===== config.mk =====
export PLATFORM = sky130hd
export DESIGN_NAME = three_level_priority_queue_core
export DESIGN_NICKNAME = d
export VERILOG_FILES = /design/src/tlpq_pkg.sv /design/src/three_level_priority_queue_core.sv /design/src/tlpq_ram.sv /design/src/tlpq_ctrl.sv /design/src/tlpq_datapath.sv
export SDC_FILE = /design/constraint.sdc
export NUM_CORES = 2
export LEC_CHECK = 0
export BUFFER_PORTS_ARGS = -buffer_cell sky130_fd_sc_hd__clkbuf_2
export CAP_MARGIN = 25
export CORE_ASPECT_RATIO = 1.5
export CORE_UTILIZATION = 57
export CTS_CLUSTER_SIZE = 30
export DETAILED_ROUTE_END_ITERATION = 12
export PLACE_DENSITY_LB_ADDON = 0.3
export SYNTH_ARGS = -nofsm -noshare
export SYNTH_HDL_FRONTEND = slang
export SYNTH_SLANG_ARGS = --single-unit

===== constraint.sdc =====
create_clock -name clk -period 6.1 [get_ports clk]
set_input_delay 0.61 -clock clk [delete_from_list [all_inputs] [get_ports clk]]
set_output_delay 0.61 -clock clk [all_outputs]
set_load 0.005 [all_outputs]

===== src/tlpq_pkg.sv =====
package tlpq_pkg;

  // default sizes
  localparam int DEF_SLOT_COUNT  = 64;
  localparam int DEF_DATA_WIDTH  = 32;
  localparam int DEF_LEVEL_COUNT = 3;

  // fixed stream widths
  localparam int WORD_W      = 32;
  localparam int PRIO_W      = 2;
  localparam int IN_TDATA_W  = 40;
  localparam int IN_TUSER_W  = 1;
  localparam int OUT_TDATA_W = 32;
  localparam int OUT_TUSER_W = 4;

  // operation codes
  typedef enum logic {
    MODE_ENQ = 1'b0,
    MODE_DEQ = 1'b1
  } mode_t;

  // result status codes
  typedef enum logic [1:0] {
    ST_OK    = 2'd0,
    ST_EMPTY = 2'd1,
    ST_FULL  = 2'd2
  } status_t;

  // controller states
  typedef enum logic {
    CTRL_IDLE   = 1'b0,
    CTRL_COMMIT = 1'b1
  } ctrl_state_t;

  // controller to datapath
  typedef struct packed {
    logic latch;
    logic commit;
  } tlpq_cmd_t;

  // datapath to controller
  typedef struct packed {
    logic out_free;
  } tlpq_stat_t;

endpackage


===== src/three_level_priority_queue_core.sv =====
// Strict priority queue: LEVEL_COUNT levels (level 1 highest) sharing a pool of SLOT_COUNT
// linked slots; order within a level is first in, first out.
// Input channel s_*: one beat is one operation. s_tuser selects enqueue (0) or dequeue (1);
// s_tdata carries the level and the data word to enqueue.
// Output channel m_*: exactly one result beat per operation, in order. m_tdata is the
// dequeued word (zero otherwise); m_tuser holds out_valid, status and queue_empty.
// Dequeue while empty and enqueue while full are reported in status and change nothing.
// The result is registered in the output register at the update that follows the accept
// of the input beat, once the output register is free.
// The list, payload and free-slot memories have a registered read, so each operation has a
// read step and then an update step; a new beat is not accepted before that update is done.
// Only one operation is in flight at a time.
// Reset (rst, synchronous) empties all levels and returns every slot to the pool; no
// clearing pass is needed, so the block accepts a beat as soon as reset is released.
// When m_tready is low, the finished result waits in the output register; the next beat
// is still accepted and read, and its update waits until the output register is free.
module three_level_priority_queue_core import tlpq_pkg::*; #(
  parameter int SLOT_COUNT  = DEF_SLOT_COUNT,
  parameter int DATA_WIDTH  = DEF_DATA_WIDTH,
  parameter int LEVEL_COUNT = DEF_LEVEL_COUNT
) (
  input  logic                   clk,
  input  logic                   rst,
  input  logic                   s_tvalid,
  output logic                   s_tready,
  // [1:0] priority_level, [33:2] data_word, [39:34] zero
  input  logic [IN_TDATA_W-1:0]  s_tdata,
  // [0] mode
  input  logic [IN_TUSER_W-1:0]  s_tuser,
  output logic                   m_tvalid,
  input  logic                   m_tready,
  // [31:0] out_data
  output logic [OUT_TDATA_W-1:0] m_tdata,
  // [0] out_valid, [2:1] status, [3] queue_empty
  output logic [OUT_TUSER_W-1:0] m_tuser
);

  tlpq_cmd_t  cmd;
  tlpq_stat_t stat;

  // sequencing
  tlpq_ctrl u_ctrl (
    .clk      (clk),
    .rst      (rst),
    .in_valid (s_tvalid),
    .in_ready (s_tready),
    .stat     (stat),
    .cmd      (cmd)
  );

  // lists, pool and result register
  tlpq_datapath #(
    .SLOT_COUNT  (SLOT_COUNT),
    .DATA_WIDTH  (DATA_WIDTH),
    .LEVEL_COUNT (LEVEL_COUNT)
  ) u_datapath (
    .clk       (clk),
    .rst       (rst),
    .cmd       (cmd),
    .stat      (stat),
    .in_user   (s_tuser),
    .in_data   (s_tdata),
    .out_ready (m_tready),
    .out_valid (m_tvalid),
    .out_data  (m_tdata),
    .out_user  (m_tuser)
  );

`ifndef SYNTHESIS
  // one operation in flight: no new beat in the cycle after an accept
  assert property (@(posedge clk) disable iff (rst) (s_tvalid && s_tready) |=> !s_tready)
    else $error("beat accepted while an operation is in flight");

  // an update never coincides with taking a new beat
  assert property (@(posedge clk) disable iff (rst) !(cmd.commit && s_tready))
    else $error("commit while accepting");

  // a failed enqueue never carries data
  assert property (@(posedge clk) disable iff (rst)
    (m_tvalid && (m_tuser[2:1] == ST_FULL)) |-> (!m_tuser[0] && (m_tdata == '0)))
    else $error("full result carries data");

  // a dequeue on an empty queue leaves it empty
  assert property (@(posedge clk) disable iff (rst)
    (m_tvalid && (m_tuser[2:1] == ST_EMPTY)) |-> (m_tuser[3] && !m_tuser[0]))
    else $error("empty result inconsistent");
`endif

endmodule


===== src/tlpq_ram.sv =====
module tlpq_ram #(
  parameter int WIDTH = 32,
  parameter int DEPTH = 64
) (
  input  logic                     clk,
  input  logic                     we,
  input  logic [$clog2(DEPTH)-1:0] waddr,
  input  logic [WIDTH-1:0]         wdata,
  input  logic [$clog2(DEPTH)-1:0] raddr,
  output logic [WIDTH-1:0]         rdata
);

  logic [WIDTH-1:0] mem [DEPTH];

  // one write port, registered read port
  always_ff @(posedge clk) begin
    if (we) begin
      mem[waddr] <= wdata;
    end
    rdata <= mem[raddr];
  end

endmodule


===== src/tlpq_ctrl.sv =====
module tlpq_ctrl import tlpq_pkg::*; (
  input  logic       clk,
  input  logic       rst,
  input  logic       in_valid,
  output logic       in_ready,
  input  tlpq_stat_t stat,
  output tlpq_cmd_t  cmd
);

  ctrl_state_t state, state_next;

  // state register
  always_ff @(posedge clk) begin
    if (rst) begin
      state <= CTRL_IDLE;
    end else begin
      state <= state_next;
    end
  end

  // next state and commands
  always_comb begin
    state_next = state;
    in_ready   = 1'b0;
    cmd        = '0;
    case (state)
      CTRL_IDLE: begin
        // no beat is taken while reset is held
        in_ready = !rst;
        if (in_valid && !rst) begin
          cmd.latch  = 1'b1;
          state_next = CTRL_COMMIT;
        end
      end
      CTRL_COMMIT: begin
        if (stat.out_free) begin
          cmd.commit = 1'b1;
          state_next = CTRL_IDLE;
        end
      end
      default: begin
        state_next = CTRL_IDLE;
      end
    endcase
  end

endmodule


===== src/tlpq_datapath.sv =====
module tlpq_datapath import tlpq_pkg::*; #(
  parameter int SLOT_COUNT  = DEF_SLOT_COUNT,
  parameter int DATA_WIDTH  = DEF_DATA_WIDTH,
  parameter int LEVEL_COUNT = DEF_LEVEL_COUNT
) (
  input  logic                   clk,
  input  logic                   rst,
  input  tlpq_cmd_t              cmd,
  output tlpq_stat_t             stat,
  input  logic [IN_TUSER_W-1:0]  in_user,
  input  logic [IN_TDATA_W-1:0]  in_data,
  input  logic                   out_ready,
  output logic                   out_valid,
  output logic [OUT_TDATA_W-1:0] out_data,
  output logic [OUT_TUSER_W-1:0] out_user
);

  localparam int SLOT_W = $clog2(SLOT_COUNT);
  localparam int CNT_W  = $clog2(SLOT_COUNT + 1);
  localparam int LVL_W  = $clog2(LEVEL_COUNT);

  // latched operation
  mode_t                 op_mode;
  logic [LVL_W-1:0]      op_lvl;
  logic [DATA_WIDTH-1:0] op_word;

  // per-level lists and pool bookkeeping
  logic [SLOT_W-1:0] level_head  [LEVEL_COUNT];
  logic [SLOT_W-1:0] level_tail  [LEVEL_COUNT];
  logic [CNT_W-1:0]  level_count [LEVEL_COUNT];
  logic [CNT_W-1:0]  total, total_next;
  logic [CNT_W-1:0]  recycled;
  logic [CNT_W-1:0]  fresh;

  // memory ports
  logic                  pay_we, link_we, stk_we;
  logic [SLOT_W-1:0]     pay_waddr, link_waddr, stk_waddr;
  logic [SLOT_W-1:0]     link_wdata, stk_wdata;
  logic [SLOT_W-1:0]     head_raddr, stk_raddr;
  logic [DATA_WIDTH-1:0] pay_rdata;
  logic [SLOT_W-1:0]     link_rdata, stk_rdata;

  logic [LVL_W-1:0]  in_lvl, deq_lvl;
  logic [2:0]        in_prio;
  logic [CNT_W-1:0]  rc_dec;
  logic              is_full, is_empty, enq_go, deq_go;
  logic [SLOT_W-1:0] enq_slot;
  status_t           res_status;
  logic [WORD_W-1:0] res_data;

  // clamp the incoming level into range, 0 based
  always_comb begin
    in_prio = (in_data[PRIO_W-1:0] == '0) ? 3'd1 : {1'b0, in_data[PRIO_W-1:0]};
    if (int'(in_prio) > LEVEL_COUNT) begin
      in_lvl = LVL_W'(LEVEL_COUNT - 1);
    end else begin
      in_lvl = LVL_W'(in_prio - 3'd1);
    end
  end

  // highest non-empty level
  always_comb begin
    deq_lvl = '0;
    for (int i = LEVEL_COUNT - 1; i >= 0; i--) begin
      if (level_count[i] != '0) begin
        deq_lvl = LVL_W'(i);
      end
    end
  end

  // read addresses follow the current state so the read data is ready in the cycle after accept
  assign rc_dec     = recycled - 1'b1;
  assign stk_raddr  = rc_dec[SLOT_W-1:0];
  assign head_raddr = level_head[deq_lvl];

  // decode of the pending operation
  assign is_full  = (total == CNT_W'(SLOT_COUNT));
  assign is_empty = (total == '0);
  assign enq_go   = (op_mode == MODE_ENQ) && !is_full;
  assign deq_go   = (op_mode == MODE_DEQ) && !is_empty;
  assign enq_slot = (recycled != '0) ? stk_rdata : fresh[SLOT_W-1:0];

  // memory writes at commit
  assign pay_we     = cmd.commit && enq_go;
  assign pay_waddr  = enq_slot;
  assign link_we    = cmd.commit && enq_go && (level_count[op_lvl] != '0);
  assign link_waddr = level_tail[op_lvl];
  assign link_wdata = enq_slot;
  assign stk_we     = cmd.commit && deq_go;
  assign stk_waddr  = recycled[SLOT_W-1:0];
  assign stk_wdata  = head_raddr;

  // result fields
  always_comb begin
    total_next = total;
    res_status = ST_OK;
    res_data   = '0;
    if (enq_go) begin
      total_next = total + 1'b1;
    end else if (deq_go) begin
      total_next = total - 1'b1;
      res_data   = WORD_W'(pay_rdata);
    end else if (op_mode == MODE_ENQ) begin
      res_status = ST_FULL;
    end else begin
      res_status = ST_EMPTY;
    end
  end

  assign stat.out_free = !out_valid || out_ready;

  // operation latch
  always_ff @(posedge clk) begin
    if (cmd.latch) begin
      op_mode <= mode_t'(in_user[0]);
      op_lvl  <= in_lvl;
      op_word <= DATA_WIDTH'(in_data[PRIO_W +: WORD_W]);
    end
  end

  // list and pool state
  always_ff @(posedge clk) begin
    if (rst) begin
      total    <= '0;
      recycled <= '0;
      fresh    <= '0;
      for (int i = 0; i < LEVEL_COUNT; i++) begin
        level_head[i]  <= '0;
        level_tail[i]  <= '0;
        level_count[i] <= '0;
      end
    end else if (cmd.commit) begin
      total <= total_next;
      if (enq_go) begin
        if (recycled != '0) begin
          recycled <= rc_dec;
        end else begin
          fresh <= fresh + 1'b1;
        end
        if (level_count[op_lvl] == '0) begin
          level_head[op_lvl] <= enq_slot;
        end
        level_tail[op_lvl]  <= enq_slot;
        level_count[op_lvl] <= level_count[op_lvl] + 1'b1;
      end else if (deq_go) begin
        recycled             <= recycled + 1'b1;
        level_count[deq_lvl] <= level_count[deq_lvl] - 1'b1;
        if (level_count[deq_lvl] == CNT_W'(1)) begin
          level_head[deq_lvl] <= '0;
          level_tail[deq_lvl] <= '0;
        end else begin
          level_head[deq_lvl] <= link_rdata;
        end
      end
    end
  end

  // output register
  always_ff @(posedge clk) begin
    if (rst) begin
      out_valid <= 1'b0;
    end else if (cmd.commit) begin
      out_valid <= 1'b1;
    end else if (out_ready) begin
      out_valid <= 1'b0;
    end
  end

  always_ff @(posedge clk) begin
    if (cmd.commit) begin
      out_data <= res_data;
      out_user <= {(total_next == '0), res_status, deq_go};
    end
  end

  // slot payloads
  tlpq_ram #(.WIDTH(DATA_WIDTH), .DEPTH(SLOT_COUNT)) u_payload (
    .clk   (clk),
    .we    (pay_we),
    .waddr (pay_waddr),
    .wdata (op_word),
    .raddr (head_raddr),
    .rdata (pay_rdata)
  );

  // next-slot links
  tlpq_ram #(.WIDTH(SLOT_W), .DEPTH(SLOT_COUNT)) u_link (
    .clk   (clk),
    .we    (link_we),
    .waddr (link_waddr),
    .wdata (link_wdata),
    .raddr (head_raddr),
    .rdata (link_rdata)
  );

  // stack of released slots
  tlpq_ram #(.WIDTH(SLOT_W), .DEPTH(SLOT_COUNT)) u_free_stack (
    .clk   (clk),
    .we    (stk_we),
    .waddr (stk_waddr),
    .wdata (stk_wdata),
    .raddr (stk_raddr),
    .rdata (stk_rdata)
  );

endmodule


## Word level (Yosys, flattened, before mapping)

Memories as Yosys holds them, arrays and structs flattened. A register that Yosys moved wholly into a read port is not among the register bits.
Cells that the tools add are included.

| storage, ports and cells | value |
|---|---|
| flip-flop bits (word level) | 94 |
| memories kept | 6 |
| bits in writable memories | 2873 |
| input port bits | 45 |
| word-level logic and storage cells | 143 |
| output and inout port bits | 38 |

| operators by class | value |
|---|---|
| reduce and logical (&&, ||, !) cells | 32 |
| add/sub/neg operators | 8 |
| order comparisons | 1 |
| eq/ne operators | 3 |
| bitwise operators | 5 |
| multiplexer cells | 77 |

Memories:

| name | words | bits a word | rd ports | clocked after memory_dff | write ports | line | text |
|---|---|---|---|---|---|---|---|
| u_datapath.u_payload.mem | 64 | 32 | 1 | 1 | 1 | tlpq_ram.sv:13 | `logic [WIDTH-1:0] mem [DEPTH];` |
| u_datapath.u_free_stack.mem | 64 | 6 | 1 | 1 | 1 | tlpq_ram.sv:13 |  |
| u_datapath.u_link.mem | 64 | 6 | 1 | 1 | 1 | tlpq_ram.sv:13 |  |
| u_datapath.level_count | 3 | 7 | 5 | 1 | 3 | tlpq_datapath.sv:30 | `logic [CNT_W-1:0] level_count [LEVEL_COUNT];` |
| u_datapath.level_head | 3 | 6 | 1 | 0 | 3 | tlpq_datapath.sv:28 | `logic [SLOT_W-1:0] level_head [LEVEL_COUNT];` |
| u_datapath.level_tail | 3 | 6 | 1 | 1 | 3 | tlpq_datapath.sv:29 | `logic [SLOT_W-1:0] level_tail [LEVEL_COUNT];` |

Operator list:

| cell | number |
|---|---|
| $mux 7 | 7 |
| $mux 1 | 48 |
| $mux 6 | 6 |
| $reduce_bool 7->1 | 5 |
| $mux 2 | 15 |
| $add 7x1->7 const B | 4 |
| $reduce_or 6->1 | 4 |
| $logic_not 7->1 | 3 |
| $sub 7x1->7 const B | 3 |
| $reduce_or 7->1 | 2 |
| $eq 7x1->1 const B | 1 |
| $eq 7x7->1 const B | 1 |
| $logic_and 1x1->1 | 6 |
| $reduce_and 3->1 | 2 |
| $logic_not 1->1 | 4 |
| $not 1->1 | 4 |
| $reduce_bool 2->1 | 2 |
| $reduce_or 2->1 | 2 |
| $gt 3x2->1 const B | 1 |
| $logic_not 2->1 | 1 |
| $ne 2x2->1 const B | 1 |
| $pmux 1 s2 | 1 |
| $sub 2x1->2 const B | 1 |
| $logic_or 1x1->1 | 1 |
| $or 1x1->1 | 1 |

## Longest topological paths before layout

An unclocked memory read counts as a cell.

| depth | value |
|---|---|
| depth in word-level cells | 16 |
| depth in mapped cells | 14 |
| depth with buffers taken out | 11 |

## Hierarchy

Synthesis repeated with hierarchy kept, for this count alone.

| unflattened totals | value |
|---|---|
| cell total of the unflattened synthesis | 5413 |
| area total of the unflattened synthesis | 116812.0 um2 |

Modules (own cells, without submodules):

| module | cells each | area each (um2) | instances |
|---|---|---|---|
| tlpq_ram at u_datapath.u_payload | 3324 | 78515.3 | 1 |
| tlpq_ram at u_datapath.u_free_stack ... | 720 | 15225.9 | 2 |
| tlpq_datapath | 642 | 7777.5 | 1 |
| tlpq_ctrl | 7 | 67.6 | 1 |

## Worst setup path before layout

Ideal clock, no wire load.

| timing | value |
|---|---|
| path type | register to register |
| start | register u_datapath.recycled[0] |
| end | memory u_datapath.u_payload.mem[15][0] (enable) |
| required time | 5639 ps |
| setup time | 461 ps |
| clock period less this slack | 6149 ps |
| arrival | 5688 ps |
| cell stages (with the launch flop) | 13 |
| buffers on the path | 4 |
| slack | -49 ps |
| cell sequence | dfxtp_1 > clkbuf_1 > buf_1 > clkbuf_1 > inv_1 > ha_1 > or4b_1 > buf_2 > mux2i_1 > inv_1 > nor3_1 > nand2_1 > nor3_1 |

| between the ends | value |
|---|---|
| cells in the longest elaborated chain, start to end | 2 |

RTL lines:

| element | line | text |
|---|---|---|
| start: declaration | tlpq_datapath.sv:32 | `logic [CNT_W-1:0] recycled;` |
| start signal: assignment | tlpq_datapath.sv:136 | `recycled <= rc_dec;` |
| start signal: assignment | tlpq_datapath.sv:146 | `recycled <= recycled + 1'b1;` |
| $reduce_bool 7->1 | tlpq_datapath.sv:81 | `assign enq_slot = (recycled != '0) ? stk_rdata : fresh[SLOT_W-1:0];` |
| $mux 6 | tlpq_datapath.sv:81 |  |
| net u_datapath.enq_slot[5] | tlpq_datapath.sv:47 | `logic [SLOT_W-1:0] enq_slot;` |
| end: declaration | tlpq_ram.sv:13 |  |

The timed path passes the listed nets, and every way through them passes these cells.

==> results.cfg <==
[outcome]
status = complete, no violations

[grt]
grt_pass1_wl_um = 492000
antenna_found_initial = 16
grt_max_degree = 233
overflow = 0
grt_pass1_vias = 73400
grtUsageTotal_pct = 30.8

[power]
combPwrFrac_pct = 5.9
p_seq_share_pct = 53.5
peakVddDrop_mv = 0.311
power_density_nw_per_um2 = 315
power_leakage_nw = 45.0
swShare_pct = 22.0
p_int_w = 0.0337
clockPowerShare_pct = 40.6
p_sw_w = 0.00951

[critical_path]
max_stage_delay_ps = 930
cp_cell_sequence = nor4_4, nand4_2, o221ai_4, and2_4, buf_4, a311oi_1, nor4_1, buf_4, nand4_1
path_delay_family = simple AND/OR/NAND/NOR gates
path_depth = 9
crit_path_start_kind = flop
critical_path.most_common_cell = buf_4
reg2reg_from = u_datapath.level_count[0][3]
critical_path.startpoint = u_datapath.level_count[0][3]
crit_fanout = 88
critPathArrivalTime_ps = 6370
ff2ff_path_depth = 9
critPathRequiredTime_ps = 6770
criticalPathCategory = reg2reg
endpoint_kind = flop
slowest_stage = and2_4
critical_path_buf_inv_count = 2

[die]
initial_core_util_pct = 57.4
die_x_um = 382
dieHeight_um = 571
pin_count = 83
design.die.area_um2 = 218000
rows = 208
core_um2 = 214000

[timing]
skew_ps = 58.8
period_needed_ps = 5700
min_period_over_period_pct = 93.4
hold_viol_final = 0
max-slew-margin-rel_pct = 14.4
finalSetupViolCount = 0
worst_hold_slack_ps = 42.2
max_freq_ghz = 0.176
worst_pin_slew_ps = 1280
rsz0062_at_grt = no
fin_setup_tns_ps = 0
slew_violations = 0

[placed_design]
port_buffers = 76
gp_congestion = 0.857
place_hpwl_um = 187000

[cells_and_area]
fillCellCount = 14800
layout.nets = 8001
regArea_um2 = 90200
drive_gt1_share_pct = 12.6
multi_input_area_um2 = 30600
syn2layout_area_growth_pct = 11.3

[drt]
routed_wl_um = 343000
vias_per_cell = 6.86
via_count = 75500
dr.pass1.iters = 6
drc_errors = 0
drt_iter0_drc = 9881
wire_per_inst_um = 31.1
ant_nets = 0

[synthesis]
synth-edff-count = 2957
synth-seq-area-share_pct = 73.2
syn_area_um2 = 123000
syn_nets = 8019
synthFlopType = edfxtp_1
yosys_warnings = 0
yosysUniqueCellTypes = 65
async_flop_share_pct = 0
synth_cells = 7963
avgSynthCellArea_um2 = 15.5
synth_seq_cells = 3025

[min_path]
hp-class = in2reg
min_from = s_tvalid
holdPathStages = 3

[clock_tree]
clkSinkCount = 3025
cts_root_buf = clkbuf_16
clkTransAtPathRegs_ps = 60
htreeDepth = 5
clkLatencyLatePin_ps = 880
cts_max_path_buffers = 4
cts_resized = 0
cts_tree = done
postCtsSetupBuffers = 0
cts_made_buffers = 278

[run]
max-cap-violations = 0
-- per-stage QoR --
stage	instances	area (um2)	worst slack, ps	total power, W	util (%)
floorplan	7963	123000	806	0.0249	-
global placement	10500	128000	692	0.0259	59.5
CTS	11000	137000	525	0.0432	63.9
finish	11000	137000	403	0.0432	63.9
global route	11000	137000	140	0.0441	63.9
detailed placement	10500	128000	576	0.0260	59.5
-- cells in the final DEF, fill, tap and decap left out, drive strengths merged, types with 8 or more instances in the layout --
master       synthesis  final
mux2i              161    161
nor2               316    316
nand4               49     49
o2111ai            399    399
o211ai             216    216
nor3                16     16
mux4               139    139
nand3               30     30
a31oi                9      9
nand2              681    681
bufinv               0     28
diode                0      8
inv                 35     46
buf                182    305
xnor2               14     14
o21ai               19     19
xor2                17     17
edfxtp            2957   2957
nor4                86     86
ha                  11     11
a211oi             307    307
clkinv               1     92
a21boi             458    458
a22oi               81     81
a21oi               13     13
dfxtp               68     68
dlygate4sd3          0     33
a311oi             304    304
or3                 11     11
and2                39     39
and3               763    763
clkbuf             531    433
clkinvlp             0     12
-- power groups by stage --
stage	Combinational, W	Clock, W	Sequential, W
2_1_floorplan	0.00137	0	0.0235
3_3_place_gp	0.00240	0	0.0235
3_5_place_dp	0.00247	0	0.0235
4_1_cts	0.00251	0.0176	0.0231
5_1_grt	0.00266	0.0184	0.0231
6_report	0.00255	0.0175	0.0231
-- path summary, 6_finish.rpt --
path / slack, ps / to
max: 400 / u_datapath.u_payload.rdata[20]
min: 40 / u_ctrl.state
max reg2reg: 400 / u_datapath.u_payload.rdata[20]
min reg2reg: 500 / u_datapath.out_data[28]
-- worst register-to-register path, stage by stage, from the launching register on --
cell and delay [ps]:
edfxtp_1 460, nor4_4 550, nand4_2 410, o221ai_4 760, and2_4 930, buf_4 930
a311oi_1 370, nor4_1 770, buf_4 270, nand4_1 80
-- cell type report --
type,instances,area share (%)
diodes,8,0.0146
multi-input cells,4189,22.3
clock buffers,356,5.48
repair buffers,415,2.64
inverters,36,0.116
clock inverters,142,1.11
well taps,2835,2.59
flip-flops and latches,3025,65.8
-- what timing repair did --
action,CTS,global route
hold buffers,33,0
endpoints found under the setup margin,0,0
hold endpoints to repair,33,0
-- sequential cells by signal, summed over array words and instances, names as in the netlist, 18 cells and up, named ones only --
signal / count
u_datapath.level_count: 28
u_datapath.level_head: 18
u_datapath.u_free_stack.mem: 384
u_datapath.op_word: 32
u_datapath.level_tail: 24
u_datapath.out_data: 32
u_datapath.u_link.mem: 384
u_datapath.u_payload.mem: 2048
u_datapath.u_payload.rdata: 32
-- routing by layer --
metal	vias up	wire length (um)	share of wire, %	GRT usage [%]
li1	32100	-	-	-
met2	4417	171000	50	52.1
met3	965	31900	9.3	4.94
met1	38000	117000	34	37.5
met5	-	55	0.016	0
met4	8	22300	6.5	18.3
-- synth_stat cells, types with 3 or more instances --
| master | count | share of area (%) |
|---|---|---|
| and2_1 | 39 | 0.20 |
| a211oi_1 | 306 | 1.9 |
| nand4_1 | 48 | 0.24 |
| a311oi_1 | 304 | 2.2 |
| a221o_1 | 3 | 0.024 |
| a21oi_1 | 13 | 0.053 |
| nor2_1 | 316 | 0.96 |
| xor2_1 | 17 | 0.12 |
| a22oi_1 | 81 | 0.49 |
| mux4_2 | 139 | 2.5 |
| nor3_1 | 15 | 0.061 |
| edfxtp_1 | 2957 | 72 |
| o21ai_0 | 18 | 0.073 |
| a31oi_1 | 9 | 0.046 |
| o211ai_1 | 214 | 1.3 |
| ha_1 | 11 | 0.11 |
| o22ai_1 | 3 | 0.015 |
| and3_1 | 763 | 3.9 |
| xnor2_1 | 14 | 0.10 |
| dfxtp_1 | 68 | 1.1 |
| o2111ai_1 | 399 | 2.8 |
| a21boi_0 | 458 | 2.8 |
| o311ai_0 | 3 | 0.021 |
| nand2_1 | 681 | 2.1 |
| buf_1 | 30 | 0.091 |
| o31ai_1 | 3 | 0.018 |
| nand3b_1 | 6 | 0.037 |
| buf_2 | 135 | 0.55 |
| nand3_1 | 30 | 0.12 |
| or4_1 | 4 | 0.024 |
| nor4_1 | 84 | 0.43 |
| inv_1 | 32 | 0.098 |
| clkbuf_1 | 531 | 1.6 |
| or3_1 | 11 | 0.056 |
| nor2b_1 | 5 | 0.025 |
| buf_4 | 5 | 0.030 |
| mux2i_1 | 160 | 1.3 |
| buf_6 | 12 | 0.11 |
-- logic make-up (layout without fill, tap and decap cells) --
logic type      Yosys count  in the layout  synth area share [%]
other cells               0              8                     0
xor+xnor                 31             31                 0.220
mux                     302            302                  3.87
buf+inv                 749            949                  2.51
compound gates         1830           1830                  11.9
flops                  3025           3025                  73.2
simple gates           2015           2015                  8.22
fa+ha+maj                11             11                 0.112
No activity file was read; power rests on OpenSTA's default activity.
